File: src/rtl/core/mau_pkg.sv
`timescale 1ns / 1ps
package mau_pkg;
  localparam logic [2:0] FN_RED = 3'd0;
  localparam logic [2:0] FN_ADD = 3'd1;
  localparam logic [2:0] FN_SUB = 3'd2;
  localparam logic [2:0] FN_NEG = 3'd3;
  localparam logic [2:0] FN_MUL = 3'd4;
  localparam logic [2:0] FN_POW = 3'd5;
  localparam logic [2:0] FN_INV = 3'd6;
  localparam logic [2:0] FN_DIV = 3'd7;

  localparam logic [1:0] ERR_OK    = 2'd0;
  localparam logic [1:0] ERR_NOINV = 2'd1;
  localparam logic [1:0] ERR_RANGE = 2'd2;

  localparam logic [3:0] OP_NONE  = 4'd0;
  localparam logic [3:0] OP_LOAD  = 4'd1;
  localparam logic [3:0] OP_REDR  = 4'd2;
  localparam logic [3:0] OP_SIMP  = 4'd3;
  localparam logic [3:0] OP_MULAB = 4'd4;
  localparam logic [3:0] OP_PSTEP = 4'd5;
  localparam logic [3:0] OP_SQR   = 4'd6;
  localparam logic [3:0] OP_IINIT = 4'd7;
  localparam logic [3:0] OP_ISTEP = 4'd8;
  localparam logic [3:0] OP_IFIN  = 4'd9;
  localparam logic [3:0] OP_DMUL  = 4'd10;

  typedef struct packed {
    logic [3:0] op;
  } mau_cmd_t;

  typedef struct packed {
    logic div_done;
    logic exp_zero;
    logic exp_bit;
    logic t_zero;
    logic inv_ok;
  } mau_sts_t;
endpackage

File: src/rtl/core/mau_ctrl.sv
`timescale 1ns / 1ps
module mau_ctrl (
  input  logic              clk,
  input  logic              rst_n,
  input  logic              start,
  input  logic [2:0]        func_i,
  input  logic              neg_exp_i,
  input  mau_pkg::mau_sts_t sts_i,
  input  logic [1:0]        err_i,
  output mau_pkg::mau_cmd_t cmd_o,
  output logic              busy,
  output logic              done_o
);
  import mau_pkg::*;
  localparam logic [3:0] S_IDLE = 4'd0, S_CHK = 4'd1, S_WAIT = 4'd2, S_SIMP = 4'd3,
    S_PLOOP = 4'd4, S_PSQR = 4'd5, S_IINIT = 4'd6, S_ISTEP = 4'd7, S_IFIN = 4'd8,
    S_DMUL = 4'd9, S_DONE = 4'd10;
  logic [3:0] state_r, state_nxt;
  logic [3:0] ret_r, ret_nxt;
  logic [2:0] func_r;
  logic       neg_r;

  always_comb begin
    state_nxt = state_r;
    ret_nxt = ret_r;
    cmd_o.op = OP_NONE;
    case (state_r)
      S_IDLE: if (start) begin cmd_o.op = OP_LOAD; state_nxt = S_CHK; end
      S_CHK: begin
        if (err_i != ERR_OK) state_nxt = S_DONE;
        else begin
          case (func_r)
            FN_RED: begin cmd_o.op = OP_REDR; ret_nxt = S_SIMP; state_nxt = S_WAIT; end
            FN_MUL: begin cmd_o.op = OP_MULAB; ret_nxt = S_DONE; state_nxt = S_WAIT; end
            FN_POW: state_nxt = S_PLOOP;
            FN_INV, FN_DIV: state_nxt = S_IINIT;
            default: state_nxt = S_SIMP;
          endcase
        end
      end
      S_WAIT: if (sts_i.div_done) state_nxt = ret_r;
      S_SIMP: begin cmd_o.op = OP_SIMP; state_nxt = S_DONE; end
      S_PLOOP: begin
        if (sts_i.exp_zero) state_nxt = neg_r ? S_IINIT : S_SIMP;
        else if (sts_i.exp_bit) begin
          cmd_o.op = OP_PSTEP; ret_nxt = S_PSQR; state_nxt = S_WAIT;
        end else state_nxt = S_PSQR;
      end
      S_PSQR: begin cmd_o.op = OP_SQR; ret_nxt = S_PLOOP; state_nxt = S_WAIT; end
      S_IINIT: begin cmd_o.op = OP_IINIT; state_nxt = S_ISTEP; end
      S_ISTEP: begin
        if (sts_i.t_zero) state_nxt = S_IFIN;
        else begin cmd_o.op = OP_ISTEP; ret_nxt = S_ISTEP; state_nxt = S_WAIT; end
      end
      S_IFIN: begin
        cmd_o.op = OP_IFIN;
        state_nxt = (func_r == FN_DIV) ? S_DMUL : S_DONE;
      end
      S_DMUL: begin
        if (!sts_i.inv_ok) state_nxt = S_DONE;
        else begin cmd_o.op = OP_DMUL; ret_nxt = S_DONE; state_nxt = S_WAIT; end
      end
      S_DONE: state_nxt = S_IDLE;
      default: state_nxt = S_IDLE;
    endcase
  end

  always_ff @(posedge clk) begin
    if (!rst_n) begin
      state_r <= S_IDLE;
      ret_r <= S_IDLE;
    end else begin
      state_r <= state_nxt;
      ret_r <= ret_nxt;
    end
    if (state_r == S_IDLE && start) begin
      func_r <= func_i; neg_r <= neg_exp_i;
    end
  end

  assign busy = state_r != S_IDLE;
  assign done_o = state_r == S_DONE;
endmodule
File: config.mk
export PLATFORM = sky130hd
export DESIGN_NAME = mau_ctrl
export DESIGN_NICKNAME = d
export VERILOG_FILES = /design/src/rtl/core/mau_pkg.sv /design/src/rtl/core/mau_ctrl.sv
export SDC_FILE = /design/constraint.sdc
export NUM_CORES = 1
export LEC_CHECK = 0
export BUFFER_PORTS_ARGS = -buffer_cell sky130_fd_sc_hd__buf_2
export CAP_MARGIN = 30
export CELL_PAD_IN_SITES_DETAIL_PLACEMENT = 0
export CELL_PAD_IN_SITES_GLOBAL_PLACEMENT = 1
export CORE_MARGIN = 3
export CORE_UTILIZATION = 40
export DETAILED_ROUTE_END_ITERATION = 7
export HOLD_SLACK_MARGIN = 0.06
export PLACE_DENSITY_LB_ADDON = 0.1
export SLEW_MARGIN = 15
export SYNTH_ARGS = -nofsm -noshare
export SYNTH_HDL_FRONTEND = slang
export SYNTH_SLANG_ARGS = --single-unit
File: constraint.sdc
create_clock -name clk -period 3.9 [get_ports clk]
set_input_delay 0.585 -clock clk [delete_from_list [all_inputs] [get_ports clk]]
set_output_delay 0.585 -clock clk [all_outputs]
set_load 0.01 [all_outputs]
==> flow_summary.ini <==
[status]
outcome = completed

[sta]
slew_headroom_pct = 40.0
finalHoldViolations = 0
finalCritPeriodShare_pct = 71.4
skew_ns = 0.00155
worst_slew_pin_slew_ns = 0.899
rsz0062_at_grt = no
finalMaxSlewViolations = 0
timing.final.crit_period_ns = 2.78
final-setup-viol-count = 0
tns_ns = 0
fmax_mhz = 359
setup_ws_ns = 1.12

[placed_design]
io_buffers = 19
dp_hpwl_mm = 1.67
place.gp.congestion = 0.821
place_ws_ns = 1.35

[clock_network]
cts_tree = built
cts_buffer_depth = 2
cts_htree_levels = 1
clkSlewWorstSetupHoldPaths_ns = 0.08
ctsHoldBuffers = 0
clkLatencyLatePin_ns = 0.27
cts_made_buffers = 3
cts_root_buf = clkbuf_4
cts_setup_buffers = 0
clock_sinks = 12
ctsResizeCount = 0

[global_route]
antenna_found_initial = 0
grt_overflow = 0
grt.total_usage_pct = 18.2
grt_max_degree = 31
grt_pass1_vias = 804
grt_pass1_wl_mm = 3.77

[floorplanning]
die-area_um2 = 2820
rows = 16
die_w_um = 53.1
io_pins = 20
fp.dieH_um = 53.1
core_um2 = 2020
initial_utilization_pct = 43.9

[setup_path]
crit_fanout = 21
critical_path_buf_inv_count = 1
crit_path_top_delay_cell = or4_4
end_kind = output port
critical_path_required_ns = 3.31
worstPathArrival_ns = 2.20
worstSetupPathType = reg2out
cp-start-kind = flip-flop
crit_chain = or4_4 -> or4_4 -> o211ai_1 -> buf_2
worst_path_largest_cell_delay_ns = 0.64
critPathMostFrequentCell = or4_4
crit_family = simple AND/OR/NAND/NOR gates

[synthesis]
synth_cell_types = 36
synth_cells = 115
yosysWarnings = 0
syn_area_um2 = 888
ys_ff_latch = 12
syn_nets = 129
avgSynthCellArea_um2 = 7.72
ys_seq_area_share_pct = 31.5

[cells_and_area]
n_antenna_cell = 0
nets = 143
drive_gt1_share_pct = 21.9
area_growth_pct = 13.2
fillers = 224

[pwr]
p_clk_share_pct = 14.8
power_frac_seq_pct = 45.5
power_density_nw_per_um2 = 532
power_frac_comb_pct = 39.7
p_int_uw = 300
vdd_drop_max_mv = 0.266
swShare_pct = 43.9
power_uw = 535
leakagePower_nw = 0.381
switching_power_uw = 235

[flow_run]
maxCapViolations = 0

[route]
drt-initial-drc-count = 24
wl_per_cell_um = 14.9
drc = 0
ant_nets = 0
avgViaCountPerCell = 5.79
vias = 897
wirelength_mm = 2.31
dr.pass1.iters = 4

[min_path]
hp-class = reg2reg
## path summary, 6_finish.rpt
kind / startpoint / end / slack [ns] / depth (start not counted)
worst max-delay path: state_r[3]$_SDFFE_PN0P_ / cmd_o[1] / 1.12 / 4
worst min-delay path: ret_r[2]$_SDFFE_PN0P_ / ret_r[2]$_SDFFE_PN0P_ / 0.48 / 2
worst max register to register: state_r[3]$_SDFFE_PN0P_ / ret_r[2]$_SDFFE_PN0P_ / 1.65 / 4
worst min register to register: ret_r[2]$_SDFFE_PN0P_ / ret_r[2]$_SDFFE_PN0P_ / 0.48 / 2
## layout make-up
class                           instances  area [um^2]  area share, %
Clock inverter                          1         3.75          0.373
Sequential cell                        12          280           27.9
Inverter                                3         11.3           1.12
Timing Repair Buffer                   19         95.1           9.45
Clock buffer                            3         22.5           2.24
Multi-Input combinational cell         90          559           55.6
Tap cell                               27         33.8           3.36
## power groups by stage
| stage | Combinational (mW) | Clock [mW] | Sequential (mW) |
|---|---|---|---|
| after floorplan | 0.211 | 0 | 0.178 |
| after CTS | 0.213 | 0.0832 | 0.241 |
| after global placement | 0.212 | 0 | 0.242 |
| final | 0.212 | 0.0793 | 0.243 |
| after detailed placement | 0.212 | 0 | 0.245 |
| after global routing | 0.239 | 0.0885 | 0.254 |
## synth_stat cells
library cell	count	area [um^2]
a2111oi_0	1	8.76
a211o_1	1	8.76
a211oi_2	1	12.5
a21oi_1	10	50.1
a221oi_1	1	8.76
a311o_1	1	10.0
a31o_2	2	17.5
a31oi_1	2	12.5
and3_1	1	6.26
and3b_1	1	8.76
and4_1	1	8.76
buf_1	1	3.75
clkbuf_1	9	33.8
dfxtp_1	8	160
edfxtp_1	4	120
inv_1	3	11.3
mux2i_1	3	30.0
nand2_1	12	45.0
nand2b_1	3	18.8
nand3_1	3	15.0
nand4b_1	2	17.5
nor2_1	9	33.8
nor2b_1	4	25.0
nor3_1	5	25.0
nor3b_1	2	15.0
nor4_1	2	12.5
nor4bb_1	1	10.0
o211a_1	1	10.0
o211ai_1	2	15.0
o21ai_0	10	50.1
o221ai_1	1	8.76
o32ai_1	2	17.5
or3_1	1	6.26
or3b_2	1	8.76
or4_4	2	22.5
or4b_1	2	20.0
## per-stage QoR
stage / util [%] / instance area, um^2 / hold WS, ns / instances
2_1_floorplan: - / 888 / 0.435 / 115
3_3_place_gp: 48.5 / 980 / 0.456 / 151
3_5_place_dp: 48.5 / 980 / 0.457 / 151
4_1_cts: 49.8 / 1010 / 0.474 / 155
5_1_grt: 49.8 / 1010 / 0.467 / 155
6_report: 49.8 / 1010 / 0.480 / 155
## routing by layer
layer	routed length (um)	track usage, %	vias to the layer above
li1	-	-	461
met1	1110	25.7	400
met2	1030	27.7	34
met3	156	2.82	2
met4	15	6.38	0
met5	0	0	-
## kinds of logic after synthesis
group	synth area share, %
compound gates	25.9
buf+inv	5.49
flops	31.5
mux	3.38
simple gates	33.7
## cells in the final DEF (no fill, tap or decap), drive strengths merged, types with 4 or more instances in the layout
master / n
a21oi: 10
buf: 19
dfxtp: 8
edfxtp: 4
nand2: 12
nor2: 9
nor2b: 4
nor3: 5
o21ai: 10
## state kept, by name (all words and copies together) (netlist names)
name     flops
state_r      4
neg_r        1
func_r       3
ret_r        4
## tightest hold or removal path: stages (launching register included)
cell and delay (ns):
dfxtp_1 0.32, nand2_1 0.05, mux2i_1 0.06
Note: power is estimated with default switching activity, not from simulation.
